[config.mk]
export PLATFORM = sky130hd
export DESIGN_NAME = hilbert3d_point_to_index
export DESIGN_NICKNAME = d
export VERILOG_FILES = /design/src/h3pi_pkg.sv /design/src/hilbert3d_point_to_index.sv /design/src/h3pi_cell.sv
export SDC_FILE = /design/constraint.sdc
export NUM_CORES = 2
export LEC_CHECK = 0
export BUFFER_PORTS_ARGS = -buffer_cell sky130_fd_sc_hd__buf_4
export CAP_MARGIN = 20
export CORE_MARGIN = 5
export CORE_UTILIZATION = 45
export CTS_CLUSTER_SIZE = 28
export DETAILED_ROUTE_END_ITERATION = 12
export PLACE_DENSITY = 0.66
export SYNTH_ARGS = -nofsm -noshare
export SYNTH_HDL_FRONTEND = slang
export SYNTH_SLANG_ARGS = --single-unit
[constraint.sdc]
create_clock -name clock -period 6.1 [get_ports clock]
set_clock_uncertainty 0.2 [all_clocks]
set_input_delay 0.61 -clock clock [delete_from_list [all_inputs] [get_ports clock]]
set_output_delay 0.61 -clock clock [all_outputs]
set_load 0.02 [all_outputs]
[src/h3pi_pkg.sv]
package h3pi_pkg;

   localparam int COORD_W          = 21;
   localparam int INDEX_W          = 63;
   localparam int LEVEL_W          = 5;
   localparam int MAX_BITS_DEFAULT = 21;
   localparam logic [LEVEL_W-1:0] LEVELS_RESET = 5'd21;

   typedef struct packed {
      logic [COORD_W-1:0] coord_x;
      logic [COORD_W-1:0] coord_y;
      logic [COORD_W-1:0] coord_z;
   } point_type;

   typedef struct packed {
      logic [INDEX_W-1:0] hilbert_index;
      logic               range_error;
   } index_type;

   // Control that travels alongside each word through the chain of cells.
   typedef struct packed {
      logic       valid;
      logic       range_error;
      logic [2:0] entry;
      logic [1:0] dir;
   } ctl_type;

   // Rotate right within 3 bits by (dir + 1) mod 3.
   function automatic logic [2:0] rotr3(input logic [2:0] v, input logic [1:0] dir);
      logic [2:0] r;
      case (dir)
         2'd0:    r = {v[0], v[2:1]};
         2'd1:    r = {v[1:0], v[2]};
         default: r = v;
      endcase
      return r;
   endfunction

   function automatic logic [2:0] gray_inv3(input logic [2:0] g);
      return g ^ {1'b0, g[2:1]} ^ {2'b00, g[2]};
   endfunction

   function automatic logic [2:0] entry_tab(input logic [2:0] w);
      logic [2:0] r;
      case (w)
         3'd0, 3'd1: r = 3'd0;
         3'd2, 3'd3: r = 3'd3;
         3'd4, 3'd5: r = 3'd6;
         default:    r = 3'd5;
      endcase
      return r;
   endfunction

   // New direction: (dir + D[w] + 1) mod 3, with D = {0,1,1,2,2,1,1,3}.
   function automatic logic [1:0] dir_next(input logic [1:0] dir, input logic [2:0] w);
      logic [1:0] dt;
      logic [2:0] s;
      logic [1:0] r;
      case (w)
         3'd0:             dt = 2'd0;
         3'd1, 3'd2:       dt = 2'd1;
         3'd3, 3'd4:       dt = 2'd2;
         3'd5, 3'd6:       dt = 2'd1;
         default:          dt = 2'd3;
      endcase
      s = 3'(dir) + 3'(dt) + 3'd1;
      case (s)
         3'd0, 3'd3, 3'd6: r = 2'd0;
         3'd1, 3'd4, 3'd7: r = 2'd1;
         default:          r = 2'd2;
      endcase
      return r;
   endfunction

endpackage

[src/hilbert3d_point_to_index.sv]
// 3D Hilbert index encoder. A point is taken on any cycle that start is high
// (busy never rises), so one point per clock is sustained; its index passes the
// input register and one cell per coordinate bit level, then leaves with
// rsp_valid high for exactly one cycle. The receiver cannot stall the block, so
// it must take every word as it appears. A coordinate at or above 2^bits_per_axis
// gives index zero with range_error set. The user must write bits_per_axis
// through the csr port only while no points are in flight; the block does not
// enforce this. Zero counts as one level and values above MAX_BITS saturate.
module hilbert3d_point_to_index #(
   parameter int MAX_BITS = h3pi_pkg::MAX_BITS_DEFAULT
) (
   input  logic                          clock,
   input  logic                          reset,
   input  logic                          start,
   output logic                          busy,
   input  h3pi_pkg::point_type           req_point,
   output logic                          rsp_valid,
   output h3pi_pkg::index_type           rsp_result,
   input  logic                          csr_valid,
   output logic                          csr_ready,
   input  logic [h3pi_pkg::LEVEL_W-1:0]  csr_data
);

   localparam logic [h3pi_pkg::LEVEL_W-1:0] MAX_LEVELS = h3pi_pkg::LEVEL_W'(MAX_BITS);

   logic [h3pi_pkg::LEVEL_W-1:0] levels_ff;
   logic [h3pi_pkg::LEVEL_W-1:0] levels_used;
   logic                         out_of_range;

   h3pi_pkg::ctl_type     ctl_chain [0:MAX_BITS];
   logic [MAX_BITS-1:0]   x_chain   [0:MAX_BITS];
   logic [MAX_BITS-1:0]   y_chain   [0:MAX_BITS];
   logic [MAX_BITS-1:0]   z_chain   [0:MAX_BITS];
   logic [3*MAX_BITS-1:0] h_chain   [0:MAX_BITS];

   assign busy      = 1'b0;
   assign csr_ready = 1'b1;

   always_ff @(posedge clock) begin
      if (reset) begin
         levels_ff <= h3pi_pkg::LEVELS_RESET;
      end else if (csr_valid && csr_ready) begin
         levels_ff <= csr_data;
      end
   end

   always_comb begin
      levels_used = levels_ff;
      if (levels_ff == '0) begin
         levels_used = h3pi_pkg::LEVEL_W'(1);
      end else if (levels_ff > MAX_LEVELS) begin
         levels_used = MAX_LEVELS;
      end
   end

   assign out_of_range = ((req_point.coord_x >> levels_used) != '0) ||
                         ((req_point.coord_y >> levels_used) != '0) ||
                         ((req_point.coord_z >> levels_used) != '0);

   // Input register heading the chain.
   always_ff @(posedge clock) begin
      if (reset) begin
         ctl_chain[0].valid <= 1'b0;
      end else begin
         ctl_chain[0].valid <= start && !busy;
      end
      ctl_chain[0].range_error <= out_of_range;
      ctl_chain[0].entry       <= 3'd0;
      ctl_chain[0].dir         <= 2'd0;
      x_chain[0]               <= req_point.coord_x[MAX_BITS-1:0];
      y_chain[0]               <= req_point.coord_y[MAX_BITS-1:0];
      z_chain[0]               <= req_point.coord_z[MAX_BITS-1:0];
   end

   assign h_chain[0] = '0;

   // Cell k handles coordinate bit MAX_BITS-1-k, most significant first.
   for (genvar k = 0; k < MAX_BITS; k++) begin : g_cell
      h3pi_cell #(
         .MAX_BITS (MAX_BITS),
         .LEVEL    (MAX_BITS - 1 - k)
      ) u_cell (
         .clock  (clock),
         .reset  (reset),
         .levels (levels_used),
         .ctl_up (ctl_chain[k]),
         .x_up   (x_chain[k]),
         .y_up   (y_chain[k]),
         .z_up   (z_chain[k]),
         .h_up   (h_chain[k]),
         .ctl_ff (ctl_chain[k+1]),
         .x_ff   (x_chain[k+1]),
         .y_ff   (y_chain[k+1]),
         .z_ff   (z_chain[k+1]),
         .h_ff   (h_chain[k+1])
      );
   end

   assign rsp_valid                = ctl_chain[MAX_BITS].valid;
   assign rsp_result.range_error   = ctl_chain[MAX_BITS].range_error;
   assign rsp_result.hilbert_index = ctl_chain[MAX_BITS].range_error ? '0 :
                                     h3pi_pkg::INDEX_W'(h_chain[MAX_BITS]);

endmodule

[src/h3pi_cell.sv]
module h3pi_cell #(
   parameter int MAX_BITS = h3pi_pkg::MAX_BITS_DEFAULT,
   parameter int LEVEL    = 0
) (
   input  logic                           clock,
   input  logic                           reset,
   input  logic [h3pi_pkg::LEVEL_W-1:0]   levels,
   input  h3pi_pkg::ctl_type              ctl_up,
   input  logic [MAX_BITS-1:0]            x_up,
   input  logic [MAX_BITS-1:0]            y_up,
   input  logic [MAX_BITS-1:0]            z_up,
   input  logic [3*MAX_BITS-1:0]          h_up,
   output h3pi_pkg::ctl_type              ctl_ff,
   output logic [MAX_BITS-1:0]            x_ff,
   output logic [MAX_BITS-1:0]            y_ff,
   output logic [MAX_BITS-1:0]            z_ff,
   output logic [3*MAX_BITS-1:0]          h_ff
);

   localparam logic [h3pi_pkg::LEVEL_W-1:0] THIS_LEVEL = h3pi_pkg::LEVEL_W'(LEVEL);

   h3pi_pkg::ctl_type     ctl_in;
   logic [3*MAX_BITS-1:0] h_in;
   logic [2:0]            oct;
   logic [2:0]            w;
   logic                  active;

   // A cell only takes part when its bit lies below the configured level count.
   assign active = THIS_LEVEL < levels;
   assign oct    = {z_up[LEVEL], y_up[LEVEL], x_up[LEVEL]};
   assign w      = h3pi_pkg::gray_inv3(h3pi_pkg::rotr3(oct ^ ctl_up.entry, ctl_up.dir));

   always_comb begin
      ctl_in = ctl_up;
      h_in   = h_up;
      if (active) begin
         h_in         = {h_up[3*MAX_BITS-4:0], w};
         ctl_in.entry = ctl_up.entry ^ h3pi_pkg::rotr3(h3pi_pkg::entry_tab(w), ctl_up.dir);
         ctl_in.dir   = h3pi_pkg::dir_next(ctl_up.dir, w);
      end
   end

   always_ff @(posedge clock) begin
      if (reset) begin
         ctl_ff.valid <= 1'b0;
      end else begin
         ctl_ff.valid <= ctl_in.valid;
      end
      ctl_ff.range_error <= ctl_in.range_error;
      ctl_ff.entry       <= ctl_in.entry;
      ctl_ff.dir         <= ctl_in.dir;
      x_ff               <= x_up;
      y_ff               <= y_up;
      z_ff               <= z_up;
      h_ff               <= h_in;
   end

endmodule
==> metrics.md <==
| Metric | Value |
|---|---|
| Status | `finished clean` |
| Crit path max-delay family | `adder cells` |
| Register area share after synthesis | `64.7%` |
| Syn Inst Count | `4670` |
| Critical-path cell list | `xnor2_1 > and2_1 > nor3_1 > a21oi_1 > inv_1 > ha_1 > inv_1 > or3_1 > o22ai_1 > nand2_1 > o21ai_0 > nand2_1 > o31ai_1 > ha_1 > inv_1 > fa_1 > nor3_1 > a211oi_1 > a21oi_1` |
| Critical Path AT | `4.94 ns` |
| Mean Syn Cell Area | `10.2 um2` |
| Worst Setup EP | `g_cell[18].u_cell.ctl_ff[0]` |
| Share of cells above drive strength 1 | `11.6%` |
| VDD IR max | `0.353 mV` |
| Syn nets | `4786` |
| Worst-Margin Slew | `1.04 ns` |
| Hold crit path type | `input port to flop` |
| IO buf count | `136` |
| RR Endpoint | `g_cell[18].u_cell.ctl_ff[0]` |
| Most used DFF post-synth | `dfxtp_1` |
| Count leader, synth | `dfxtp_1` |
| Worst Path Buf+Inv | `3` |
| Final instance count without filler cells | `6295` |
| Synthesized area | `0.0475 mm2` |
| Placed insts | `5956` |
| Antenna violations before repair | `2` |
| Cell variety after synth | `66` |
| Yosys reg bits | `1534` |
| Boundary Pins | `139` |
| Final core occ | `52.7%` |
| DP Area | `0.0495 mm2` |
| Htree depth | `4` |
| Area Growth Syn to Fin | `16.6%` |
| R2R Setup Slk | `1.52 ns` |
| Post-synth top cells | `1534 x dfxtp_1, 1276 x nand2_1, 255 x clkbuf_1` |
| Post-CTS Hold Fix Bufs | `73` |
| Via density | `4.63` |
| Max Buffers Root-to-Sink | `3` |
| CP Max Fanout | `9` |
| Placeable Area | `0.105 mm2` |
| Switching part of the total | `30.2%` |
| Row cnt | `119` |
| Clk Latency, worst-skew pair | `0.71 ns` |
| DIE AREA | `0.112 mm2` |
| Asr flop ratio synth | `0%` |
| Postcts setup bufs | `0` |
| Endpoints failing setup | `0` |
| Num CTS Buffers | `144` |
| R2r worst-path depth | `19` |
| Die width | `335 um` |
| GPL Wtd Cong | `0.832` |
| GRT overflow | `0` |
| Worst path max stage delay | `0.68 ns` |
| Post-route cell area | `0.0554 mm2` |
| Hold_ws | `0.0688 ns` |
| Unrepaired setup endpoints after global routing | `false` |
| DR pass1 iterations | `6` |
| CTS tree | `built` |
| Vias in the first global route | `27700` |
| Drt drc | `0` |
| Initial DRC count | `1542` |
| Post-Route Setup TNS | `0 ns` |
| Sw Pwr | `9.48 mW` |
| WL/cell | `13.0 um` |
| Global Route Usage Sum | `14.6%` |
| Pwr dens | `567 mW/mm2` |
| DPL Wire Length | `56100 um` |
| Fmax | `218 MHz` |
| Tot Pwr | `31.4 mW` |
| Period utilisation layout | `75.2%` |
| Slew HR | `30.3%` |
| Critical Path RT | `6.46 ns` |
| Startpoint types | `flop` |
| Post-cts resize count | `0` |
| WL final | `82000 um` |
| Yosys top cell area share | `64.7%` |
| First-pass GRT wire length | `137000 um` |
| # nets final | `4905` |
| Logic pwr share | `25.6%` |
| Yosys top cell by area | `dfxtp_1` |
| Critical Path Start | `g_cell[17].u_cell.ctl_ff[2]` |
| Clock root buffer | `clkbuf_16` |
| Antenna-violating nets left | `0` |
| Post-Place Setup Slack | `1.56 ns` |
| CP Depth | `19` |
| Pins Over Slew Limit | `0` |
| Synth warn | `0` |
| Min Tclk post-route | `4.58 ns` |
| P_int | `21.9 mW` |
| Final worst-path setup slack | `1.52 ns` |
| Filler cells | `9245` |
| Seq pwr share | `45.3%` |
| Final Hold Vio Count | `0` |
| Post-synth EDFFs | `0` |
| Starting Density | `45.2%` |
| Critical path class | `flop to flop` |
| Clk sinks | `1534` |
| Worst path slowest cell | `xnor2_1` |
| Worst r2r src | `g_cell[17].u_cell.ctl_ff[2]` |
| Max-Cap Viols | `0` |
| Clk pwr share | `29.0%` |
| Via count | `29200` |
| Lkg Pwr | `23.8 nW` |
| Most frequent cell on the critical path | `inv_1` |
| Largest net degree at the start of global routing | `68` |
| CTS clk-pin slew, worst paths | `0.06 ns` |
| Crit end category | `flop` |
| Die Y | `335 um` |
| Ranking of synthesized cells by area | `dfxtp_1 65%, nand2_1 10%, mux2_2 3.4%` |
==> layout make-up <==
class	instances	area (um2)	share of cell area, %
Tap cell	1391	1740	3.14
Clock buffer	198	4070	7.35
Clock inverter	61	928	1.68
Sequential cell	1534	30700	55.5
Inverter	51	191	0.346
Multi-Input combinational cell	2816	15700	28.3
Timing Repair Buffer	242	2040	3.69
Antenna cell	2	5.00	0.00904
==> cells in the final DEF, fill, tap and decap left out, types with 69 or more instances in the layout <==
master,n
mux2_2,143
nand2_1,1273
dfxtp_1,1532
xor2_1,69
a21oi_1,228
o21ai_0,166
clkbuf_16,145
nor2b_1,122
xnor2_1,130
buf_4,166
nor2_1,185
dlygate4sd3_1,73
==> state kept, by name, summed over array words and instances (netlist names) <==
| name | flops |
|---|---|
| ctl_chain | 2 |
| g_cell.u_cell.ctl_ff | 142 |
| g_cell.u_cell.h_ff | 692 |
| g_cell.u_cell.x_ff | 210 |
| g_cell.u_cell.y_ff | 210 |
| g_cell.u_cell.z_ff | 210 |
| levels_ff | 5 |
| x_chain | 21 |
| y_chain | 21 |
| z_chain | 21 |
==> how the worst min path moves through the flow <==
stage | from | to | slack, ns | cells past startpoint
3_5_place_dp | x_chain[444] | g_cell[0].u_cell.x_ff[3] | 0.11 | 0
5_1_grt | csr_valid | levels_ff[2] | 0.05 | 2
3_3_place_gp | g_cell[5].u_cell.x_ff[6] | g_cell[6].u_cell.x_ff[6] | 0.11 | 0
6_report | reset | ctl_chain[153] | 0.07 | 2
4_1_cts | reset | ctl_chain[153] | 0.02 | 2
2_1_floorplan | ctl_chain[152] | g_cell[0].u_cell.ctl_ff[5] | 0.11 | 0
==> worst register-to-register path: stages, from the launching register on <==
cell and delay, ns:
dfxtp_1 0.33, xnor2_1 0.68, and2_1 0.25, nor3_1 0.05
a21oi_1 0.23, inv_1 0.07, ha_1 0.47, inv_1 0.19
or3_1 0.38, o22ai_1 0.14, nand2_1 0.07, o21ai_0 0.10
nand2_1 0.07, o31ai_1 0.10, ha_1 0.18, inv_1 0.05
fa_1 0.53, nor3_1 0.07, a211oi_1 0.22, a21oi_1 0.06
==> kinds of logic (layout without fill, tap and decap cells) <==
family	after synthesis	after routing	synth area share (%)
simple gates	1747	1747	15.2
compound gates	641	641	8.14
buf+inv	320	552	2.58
xor+xnor	199	199	3.67
fa+ha+maj	45	45	1.48
other cells	2	4	0.0158
flops	1534	1534	64.7
mux	182	182	4.22
==> per-layer routing <==
metal | routed length [um] | part of all wire (%) | track usage, % | vias up
li1 | - | - | - | 15400
met1 | 36500 | 45 | 18.3 | 13000
met2 | 39000 | 48 | 24.5 | 552
met3 | 4030 | 4.9 | 3.31 | 160
met4 | 2510 | 3.1 | 5.65 | 0
met5 | 0 | 0 | 0 | -
==> power groups by stage <==
stage                     registers [mW]  clock network [mW]  logic [mW]
after floorplan                     13.8                   0        6.91
after global placement              14.4                   0        7.83
after detailed placement            14.5                   0        8.00
after CTS                           14.3                9.39        8.10
after global routing                14.6                9.85        9.26
final                               14.2                9.12        8.06
Power figures use the tool's default switching activity.
